## src/rtl/core/gda_pkg.sv

```systemverilog
package gda_pkg;

  // width of the day count
  localparam int ADD_WIDTH = 20;

  // calendar constants
  localparam int CYCLE_DAYS  = 146097;
  localparam int CYCLE_YEARS = 400;
  localparam int YEAR_MAX    = 9999;
  localparam int MONTHS      = 12;
  localparam int MONTH_CAP   = 13;

  // day-of-year plus day count stays below 2^(ADD_WIDTH+2)
  localparam int REM_WIDTH  = ADD_WIDTH + 2;
  // one bit more than the widest operand, the top bit is the borrow
  localparam int UNIT_WIDTH = ((REM_WIDTH > 18) ? REM_WIDTH : 18) + 1;
  // bits of the 400-year cycle count
  localparam int QUO_WIDTH  = (ADD_WIDTH > 15) ? ADD_WIDTH - 15 : 1;
  // bits of the quotient of a 14-bit year by 400
  localparam int MOD_STEPS  = 6;
  localparam int IDX_WIDTH  = $clog2((QUO_WIDTH > MOD_STEPS) ? QUO_WIDTH : MOD_STEPS);
  localparam int YEAR_WIDTH = (((QUO_WIDTH + 9) > 14) ? (QUO_WIDTH + 9) : 14) + 1;

  typedef struct packed {
    logic [4:0]           start_day;
    logic [3:0]           start_month;
    logic [13:0]          start_year;
    logic [ADD_WIDTH-1:0] days_to_add;
  } in_t;

  typedef struct packed {
    logic [4:0]  end_day;
    logic [3:0]  end_month;
    logic [13:0] end_year;
    logic        year_overflow;
  } out_t;

  typedef enum logic [2:0] {
    ST_IDLE,
    ST_MOD,
    ST_SUM,
    ST_ADD,
    ST_DIV,
    ST_YEAR,
    ST_MONTH,
    ST_DONE
  } gda_state_t;

  // length of month m (1..12)
  function automatic logic [4:0] month_length(input logic [3:0] m, input logic leap);
    logic [4:0] len;
    case (m)
      4'd2: begin
        len = leap ? 5'd29 : 5'd28;
      end
      4'd4, 4'd6, 4'd9, 4'd11: begin
        len = 5'd30;
      end
      default: begin
        len = 5'd31;
      end
    endcase
    return len;
  endfunction

endpackage

```

## src/rtl/core/gregorian_date_add_days_top.sv

```systemverilog
// Gregorian date adder: a request carries a start date (day, month, year) and a day
// count; one result returns the date that many days later, with the year held at
// 9999 and year_overflow set when the true year goes past it. Out-of-range days
// and months roll over as a calendar would (day 0 is the last day of the month
// before, but stays day 0 in January; month 0 is January, month 13 and above is
// January of the next year). Every step runs on one shared add/subtract-compare
// unit, one operation per clock while the output is free: reduce the start year
// modulo 400 one quotient bit at a time, sum the lengths of the months before
// the start month, add the count, take off whole 400-year cycles (one quotient
// bit each), then step through the remaining years and then the months, and
// hand off the result. in_ready is low from acceptance until the result is in
// the output register; a result waiting there does not stop the next request
// from being taken.
module gregorian_date_add_days_top (
  input  logic          clk,
  input  logic          rst,
  input  logic          in_valid,
  output logic          in_ready,
  input  gda_pkg::in_t  in_data,
  output logic          out_valid,
  input  logic          out_ready,
  output gda_pkg::out_t out_data
);

  localparam int UW = gda_pkg::UNIT_WIDTH;
  localparam int RW = gda_pkg::REM_WIDTH;
  localparam int YW = gda_pkg::YEAR_WIDTH;
  localparam int IW = gda_pkg::IDX_WIDTH;

  gda_pkg::gda_state_t state, state_next;

  logic [RW-1:0]                 rem;
  logic [YW-1:0]                 year;
  logic [13:0]                   ymod;
  logic [3:0]                    mon;
  logic [3:0]                    stop_mon;
  logic [IW-1:0]                 idx;
  logic [gda_pkg::ADD_WIDTH-1:0] add_q;

  logic          leap;
  logic [4:0]    mdays;
  logic [8:0]    ydays;
  logic [UW-1:0] op_a, op_b, unit_res;
  logic          op_sub;
  logic          ge, gt;
  logic          load;
  logic          ovf;
  gda_pkg::out_t result;

  // leap rule on the year modulo 400
  assign leap  = (ymod[1:0] == 2'b00) && (ymod != 14'd100) && (ymod != 14'd200)
                 && (ymod != 14'd300);
  assign mdays = gda_pkg::month_length(mon, leap);
  assign ydays = leap ? 9'd366 : 9'd365;

  // operand select for the shared unit
  always_comb begin
    op_a   = '0;
    op_b   = '0;
    op_sub = 1'b0;
    case (state)
      gda_pkg::ST_MOD: begin
        op_a   = UW'(ymod);
        op_b   = UW'(gda_pkg::CYCLE_YEARS) << idx;
        op_sub = 1'b1;
      end
      gda_pkg::ST_SUM: begin
        op_a = UW'(rem);
        op_b = UW'(mdays);
      end
      gda_pkg::ST_ADD: begin
        op_a = UW'(rem);
        op_b = UW'(add_q);
      end
      gda_pkg::ST_DIV: begin
        op_a   = UW'(rem);
        op_b   = UW'(gda_pkg::CYCLE_DAYS) << idx;
        op_sub = 1'b1;
      end
      gda_pkg::ST_YEAR: begin
        op_a   = UW'(rem);
        op_b   = UW'(ydays);
        op_sub = 1'b1;
      end
      gda_pkg::ST_MONTH: begin
        op_a   = UW'(rem);
        op_b   = UW'(mdays);
        op_sub = 1'b1;
      end
      default: begin
        op_a   = '0;
        op_b   = '0;
        op_sub = 1'b0;
      end
    endcase
  end

  // shared add/subtract with compare flags
  assign unit_res = op_sub ? (op_a - op_b) : (op_a + op_b);
  assign ge       = !unit_res[UW-1];
  assign gt       = ge && (unit_res[UW-2:0] != '0);

  // next state
  always_comb begin
    state_next = state;
    case (state)
      gda_pkg::ST_IDLE: begin
        if (in_valid) state_next = gda_pkg::ST_MOD;
      end
      gda_pkg::ST_MOD: begin
        if (idx == '0) state_next = gda_pkg::ST_SUM;
      end
      gda_pkg::ST_SUM: begin
        if (mon >= stop_mon) state_next = gda_pkg::ST_ADD;
      end
      gda_pkg::ST_ADD: begin
        state_next = gda_pkg::ST_DIV;
      end
      gda_pkg::ST_DIV: begin
        if (idx == '0) state_next = gda_pkg::ST_YEAR;
      end
      gda_pkg::ST_YEAR: begin
        if (!gt) state_next = gda_pkg::ST_MONTH;
      end
      gda_pkg::ST_MONTH: begin
        if ((mon == 4'(gda_pkg::MONTHS)) || !gt) state_next = gda_pkg::ST_DONE;
      end
      gda_pkg::ST_DONE: begin
        if (!out_valid || out_ready) state_next = gda_pkg::ST_IDLE;
      end
      default: begin
        state_next = gda_pkg::ST_IDLE;
      end
    endcase
  end

  // control outputs
  always_comb begin
    in_ready = (state == gda_pkg::ST_IDLE);
    load     = (state == gda_pkg::ST_DONE) && (!out_valid || out_ready);
  end

  always_ff @(posedge clk) begin
    if (rst) begin
      state <= gda_pkg::ST_IDLE;
    end else begin
      state <= state_next;
    end
  end

  // datapath registers
  always_ff @(posedge clk) begin
    case (state)
      gda_pkg::ST_IDLE: begin
        if (in_valid) begin
          rem      <= RW'(in_data.start_day);
          ymod     <= in_data.start_year;
          year     <= YW'(in_data.start_year);
          mon      <= 4'd1;
          stop_mon <= (in_data.start_month > 4'(gda_pkg::MONTH_CAP)) ?
                      4'(gda_pkg::MONTH_CAP) : in_data.start_month;
          add_q    <= in_data.days_to_add;
          idx      <= IW'(gda_pkg::MOD_STEPS - 1);
        end
      end
      gda_pkg::ST_MOD: begin
        if (ge) ymod <= unit_res[13:0];
        idx <= idx - 1'b1;
      end
      gda_pkg::ST_SUM: begin
        if (mon < stop_mon) begin
          rem <= unit_res[RW-1:0];
          mon <= mon + 1'b1;
        end
      end
      gda_pkg::ST_ADD: begin
        rem <= unit_res[RW-1:0];
        mon <= 4'd1;
        idx <= IW'(gda_pkg::QUO_WIDTH - 1);
      end
      gda_pkg::ST_DIV: begin
        // one quotient bit of the 400-year cycle count
        if (gt) begin
          rem  <= unit_res[RW-1:0];
          year <= year + (YW'(gda_pkg::CYCLE_YEARS) << idx);
        end
        idx <= idx - 1'b1;
      end
      gda_pkg::ST_YEAR: begin
        if (gt) begin
          rem  <= unit_res[RW-1:0];
          year <= year + 1'b1;
          ymod <= (ymod == 14'(gda_pkg::CYCLE_YEARS - 1)) ? '0 : ymod + 1'b1;
        end
      end
      gda_pkg::ST_MONTH: begin
        if ((mon != 4'(gda_pkg::MONTHS)) && gt) begin
          rem <= unit_res[RW-1:0];
          mon <= mon + 1'b1;
        end
      end
      default: begin
      end
    endcase
  end

  // result with year saturation
  assign ovf = year > YW'(gda_pkg::YEAR_MAX);
  always_comb begin
    result.end_day       = rem[4:0];
    result.end_month     = mon;
    result.end_year      = ovf ? 14'(gda_pkg::YEAR_MAX) : year[13:0];
    result.year_overflow = ovf;
  end

  // output register
  always_ff @(posedge clk) begin
    if (rst) begin
      out_valid <= 1'b0;
    end else if (load) begin
      out_valid <= 1'b1;
    end else if (out_ready) begin
      out_valid <= 1'b0;
    end
  end

  always_ff @(posedge clk) begin
    if (load) out_data <= result;
  end

endmodule

```

## config.mk

```make
export PLATFORM = sky130hd
export DESIGN_NAME = gregorian_date_add_days_top
export DESIGN_NICKNAME = d
export VERILOG_FILES = /design/src/rtl/core/gda_pkg.sv /design/src/rtl/core/gregorian_date_add_days_top.sv
export SDC_FILE = /design/constraint.sdc
export NUM_CORES = 1
export LEC_CHECK = 0
export BUFFER_PORTS_ARGS = -buffer_cell sky130_fd_sc_hd__buf_2
export CORE_ASPECT_RATIO = 0.75
export CORE_MARGIN = 4
export CORE_UTILIZATION = 60
export DETAILED_ROUTE_END_ITERATION = 16
export PLACE_DENSITY = 0.8
export SYNTH_ARGS = -nofsm -noshare
export SYNTH_HDL_FRONTEND = slang
export SYNTH_SLANG_ARGS = --single-unit
```

## constraint.sdc

```tcl
create_clock -name clk -period 9.28 [get_ports clk]
set_input_delay 1.856 -clock clk [delete_from_list [all_inputs] [get_ports clk]]
set_output_delay 1.856 -clock clk [all_outputs]
set_load 0.005 [all_outputs]
```

==> flow_metrics.py, run 1 <==
metrics = {
    "run_status": {
        "status": "completed",
    },
    "synth": {
        "ys.flop_type": "edfxtp_1",
        "synth_edf_count": 106,
        "ys_seq_area_share_pct": 38.7,
        "syn_avg_cell_area_um2": 9.44,
        "synth-async-reset-ratio_pct": 0,
        "syn_inst": 893,
        "syn-cell-area_um2": 8430,
        "synth_nets": 996,
        "synthDistinctLibCells": 78,
        "ys_ff_latch": 110,
        "synth_warnings": 0,
    },
    "detailed_routing": {
        "wl_per_cell_um": 20.8,
        "drc_errors": 0,
        "ant_nets": 0,
        "dr.pass1.iters": 7,
        "viasPerCell": 6.63,
        "wl_um": 23200,
        "vias": 7402,
        "drtIter0Drc": 1050,
    },
    "floorplan": {
        "dieWidth_um": 145,
        "initial_core_util_pct": 61.3,
        "die_h_um": 111,
        "core-area_um2": 13700,
        "dieArea_um2": 16000,
        "num_rows": 37,
        "io_pins": 73,
    },
    "final_layout": {
        "layout_commonest_cell": "edfxtp_1",
        "nets": 1039,
        "seqCellArea_um2": 3260,
        "fillers": 1077,
        "syn_to_final_growth_pct": 9.07,
        "fin_util_pct": 66.9,
        "antenna_cells": 0,
        "final_area_um2": 9190,
        "final_layout_size_suffix_gt1_share_pct": 12.9,
        "multi_input_area_um2": 4840,
        "layout_common_cells": "106 x edfxtp_1, 86 x nand2_1, 72 x buf_2",
    },
    "timing": {
        "setup_viol": 0,
        "worst_pin_slew_ns": 1.15,
        "slew_headroom_pct": 23.5,
        "final.min_clock_period_ns": 7.25,
        "tns_ns": 0,
        "hold_viol_final": 0,
        "finalCritPeriodShare_pct": 78.2,
        "slew_violations": 0,
        "skew_ns": 0.0137,
        "hold_ws_ns": 0.464,
        "rsz0062_at_grt": "no",
        "max_freq_mhz": 138,
    },
    "clock_network": {
        "clock_latency_ns": 0.36,
        "postCtsSetupRepairBufs": 0,
        "ctsResizeCount": 0,
        "cts_made_buffers": 9,
        "path_clk_slew_ns": 0.08,
        "cts_tree": "done",
        "clockBufferDepth": 2,
        "postCtsHoldBufs": 0,
        "htree_levels": 3,
        "root_buffer": "clkbuf_16",
        "clkSinkCount": 110,
    },
    "worst_hold_path": {
        "holdPathStages": 0,
        "hp-class": "flop to flop",
    },
    "worst_setup_path": {
        "worstPathMaxFanout": 14,
        "cpPeakStageDelay_ns": 0.57,
        "crit_type": "flop to flop",
        "cp-end-kind": "flop",
        "worstSetupPathDepth": 21,
        "worst-path-buf-inv": 1,
        "critical_path_arrival_ns": 7.22,
        "reg2reg_depth": 21,
        "crit_chain": "or3b_1, a211o_1, a221o_1, a21oi_1, o221ai_2, inv_1, ha_1, nand4_1, or4_4, o21ai_0, xnor2_1, ha_1, a21o_1, and3_1, a211o_1, o31ai_1, nor2_1, a311oi_1, nand4_1, o211ai_1, nand2_1",
        "crit_slowest_cell": "a311oi_1",
        "crit_family": "compound AO/OA/AOI/OAI gates",
        "worstPathRequired_ns": 9.24,
        "cp-start-kind": "flop",
    },
    "grt": {
        "grt_pass1_vias": 6649,
        "antenna_found_initial": 0,
        "overflow": 0,
        "grt_pass1_wl_um": 36300,
        "grt_max_degree": 32,
        "grtUsageTotal_pct": 28.7,
    },
    "placed_design": {
        "gp_congestion": 1.02,
        "hpwlAfterDp_um": 17700,
        "port_buffers": 72,
        "dpl_cell_area_um2": 8870,
    },
    "flow_run": {
        "maxCapViolations": 0,
    },
}
[area by class of cell]
cell class	count	share of cell area [%]
inverters	34	1.39
flip-flops and latches	110	35.5
repair buffers	81	4.65
clock inverters	6	0.993
multi-input cells	700	52.6
well taps	175	2.38
clock buffers	10	2.49
[per-layer routing]
| metal | vias to the layer above | GRT usage (%) | routed length, um |
|---|---|---|---|
| li1 | 3458 | - | - |
| met1 | 3387 | 44.3 | 10100 |
| met2 | 496 | 39.8 | 9500 |
| met3 | 61 | 8.58 | 3090 |
| met4 | 0 | 5.47 | 509 |
| met5 | - | 0 | 0 |
[synth_stat cells, drive strengths merged, types with 8 or more instances]
cell type  instances  area [um^2]
nand2b            18          113
nand3             20          100
ha                55          688
a21o              17          128
edfxtp           106         3180
xor2              27          244
o211ai             9         67.6
buf               13         77.6
nand2             86          323
mux2i              9         90.1
o21ai             48          240
o221ai            13          120
and3              19          124
inv               32          120
and2              24          150
or3                9         56.3
a221oi            10         87.6
nor3              16         85.1
a21oi             48          240
xnor2             33          308
a31oi              8         50.1
clkbuf            36          135
nor2              68          255
a22o              12          105
nand4             12         75.1
a221o              8         80.1
nor2b             16          100
[registers in the layout, indices dropped and copies added, names as in the netlist]
signal	count
add_q	20
idx	3
mon	4
out_data	24
out_valid	1
rem	22
state	3
stop_mon	4
year	15
ymod	14
[worst register-to-register path: cells and delay by family, from the launching register on]
kind	cells	cell delay [ns]
xor+xnor	1	0.19
simple gates	7	2.16
flops	1	0.53
fa+ha+maj	2	0.58
buf+inv	1	0.10
compound gates	10	3.31
[stage by stage]
step / std cells / worst slack [ns]
after floorplan: 893 / 2.69
after global placement: 1100 / 2.29
after detailed placement: 1100 / 2.22
after CTS: 1116 / 2.17
after global routing: 1116 / 1.64
final: 1116 / 2.03
[logic make-up after synthesis]
group / Yosys count / synth area share, %
multiplexers: 12 / 1.47
buffers and inverters: 83 / 4.04
AND/OR/NAND/NOR: 327 / 20.4
AO/OA/AOI/OAI: 245 / 20.5
XOR/XNOR: 60 / 6.55
adder cells (fa/ha/maj): 56 / 8.40
flip-flops: 110 / 38.7
[final timing paths]
kind / start / end / slack (ns)
worst min-delay path: rem[4] / out_data[23] / 0.46
worst max register to register: ymod[9] / ymod[6] / 2.03
worst min register to register: rem[4] / out_data[23] / 0.46
worst max-delay path: ymod[9] / ymod[6] / 2.03
Power of run 1 is not shown: default switching activity piles up to over one toggle a cycle in this logic, so the estimate is an artifact.
==> run 2, diff against run 1 <==
- clock period: 9.28 -> 7.2 ns (I/O delays scaled with it)
==> run 2 against run 1 <==
Worst setup slack got worse by 1.4 ns. Cell area rose by 0.52%. Utilization grew 0.35 points. Critical endpoint is now rem[6].
==> flow_metrics.py, run 2 (synthesis gave the netlist of run 1 again) <==
metrics = {
    "run_status": {
        "status": "completed",
    },
    "floorplan": {
        "dieArea_um2": 16000,
        "dieWidth_um": 145,
        "core-area_um2": 13700,
        "io_pins": 73,
        "die_h_um": 111,
        "num_rows": 37,
        "initial_core_util_pct": 61.3,
    },
    "clock_network": {
        "postCtsHoldBufs": 0,
        "clockBufferDepth": 2,
        "ctsResizeCount": 0,
        "cts_made_buffers": 9,
        "clkSinkCount": 110,
        "root_buffer": "clkbuf_16",
        "cts_tree": "done",
        "htree_levels": 3,
        "postCtsSetupRepairBufs": 0,
        "path_clk_slew_ns": 0.08,
        "clock_latency_ns": 0.36,
    },
    "placed_design": {
        "port_buffers": 72,
        "hpwlAfterDp_um": 17400,
        "gp_congestion": 0.977,
    },
    "final_layout": {
        "top_register": "out_data",
        "largest_reg_flops": 24,
        "syn_to_final_growth_pct": 9.63,
        "nets": 1045,
        "top_regs": "out_data x24, rem x22, add_q x20",
        "layout_common_cells": "106 x edfxtp_1, 86 x nand2_1, 72 x buf_2",
        "layout_commonest_cell": "edfxtp_1",
        "final_layout_size_suffix_gt1_share_pct": 13.5,
        "antenna_cells": 0,
    },
    "worst_hold_path": {
        "holdPathStages": 0,
        "hold_start": "rem[1]",
        "whs_endpoint": "out_data[20]",
        "hp-class": "flop to flop",
    },
    "worst_setup_path": {
        "r2r_start": "ymod[6]",
        "worstPathRequired_ns": 7.29,
        "crit_slowest_cell": "edfxtp_1",
        "crit_type": "flop to flop",
        "cp-start-kind": "flop",
        "crit_chain": "or3b_1, a211o_1, a221o_1, a21oi_1, o221ai_2, inv_1, ha_1, nand4_1, or4_4, o21ai_0, xnor2_1, ha_1, a21o_1, and3_1, a211o_1, o31ai_1, nor2_1, a311oi_1, nand4_1, o221ai_1, a21oi_2, buf_4",
        "reg2reg_depth": 22,
        "cpPeakStageDelay_ns": 0.50,
        "critPathLaunch": "ymod[6]",
        "worstPathMaxFanout": 22,
        "critical_path_arrival_ns": 6.68,
        "ff2ff_setup_slack_ns": 0.61,
        "cp-end-kind": "flop",
        "r2r-end": "rem[6]",
    },
    "timing": {
        "rsz0062_at_grt": "no",
        "setup_viol": 0,
        "finalCritPeriodShare_pct": 91.5,
        "hold_viol_final": 0,
        "tns_ns": 0,
        "skew_ns": 0.00869,
        "worst_pin_slew_ns": 1.03,
        "slew_headroom_pct": 30.5,
        "slew_violations": 0,
        "final.min_clock_period_ns": 6.59,
        "max_freq_mhz": 152,
    },
    "grt": {
        "overflow": 0,
        "grt_pass1_wl_um": 36200,
        "grt_pass1_vias": 6696,
        "grt_max_degree": 30,
        "antenna_found_initial": 0,
        "grtUsageTotal_pct": 28.5,
    },
    "detailed_routing": {
        "viasPerCell": 6.55,
        "drtIter0Drc": 1099,
        "wl_um": 22900,
        "wl_per_cell_um": 20.4,
        "ant_nets": 0,
        "vias": 7344,
        "drc_errors": 0,
        "dr.pass1.iters": 7,
    },
    "flow_run": {
        "maxCapViolations": 0,
    },
}
## run 2: cell types whose count changed in the layout (fill, tap and decap cells not counted), sizes merged
cell and delta:
inv +1, buf +6, clkbuf -1
## run 2: critical path, delay by kind of cell, from the launching register on
family,cells,cell delay (ns)
AOI/OAI and AO/OA,11,3.10
and+or+nand+nor,6,1.64
adders and majority gates,2,0.61
DFF,1,0.50
buffers and inverters,2,0.34
xor gates and xnor gates,1,0.12
## run 2: through the flow
step | util (%) | setup slack (ns) | cells | hold WS [ns] | instance area [um^2]
2_1_floorplan | - | 0.607 | 893 | 0.426 | 8430
3_3_place_gp | 64.9 | 0.798 | 1106 | 0.432 | 8920
4_1_cts | 67.2 | 0.668 | 1122 | 0.458 | 9240
5_1_grt | 67.2 | 0.0981 | 1122 | 0.481 | 9240
3_5_place_dp | 64.9 | 0.731 | 1106 | 0.438 | 8920
6_report | 67.2 | 0.610 | 1122 | 0.457 | 9240
## run 2: cell type report
cell class	instances	area (um^2)
fillers	1090	4510
clock buffers	9	225
repair buffers	87	473
multi-input cells	700	4840
well taps	175	219
inverters	34	128
clock inverters	7	97.6
flip-flops and latches	110	3260
## run 2: worst max-delay path by stage
stage	to	cells past startpoint
after floorplan	rem[0]	22
after global placement	rem[4]	23
after detailed placement	rem[4]	23
after CTS	rem[16]	23
after global routing	rem[16]	23
final	rem[6]	22
## run 2: metal layers
layer	share of wire, %	routed length, um	GRT usage, %	vias to the layer above
met5	0	0	0	-
met4	2.4	550	7.83	0
met3	11	2570	7.42	64
met2	41	9500	38.8	426
met1	45	10300	44.3	3390
li1	-	-	-	3464
Power of run 2 is left out for the same reason.
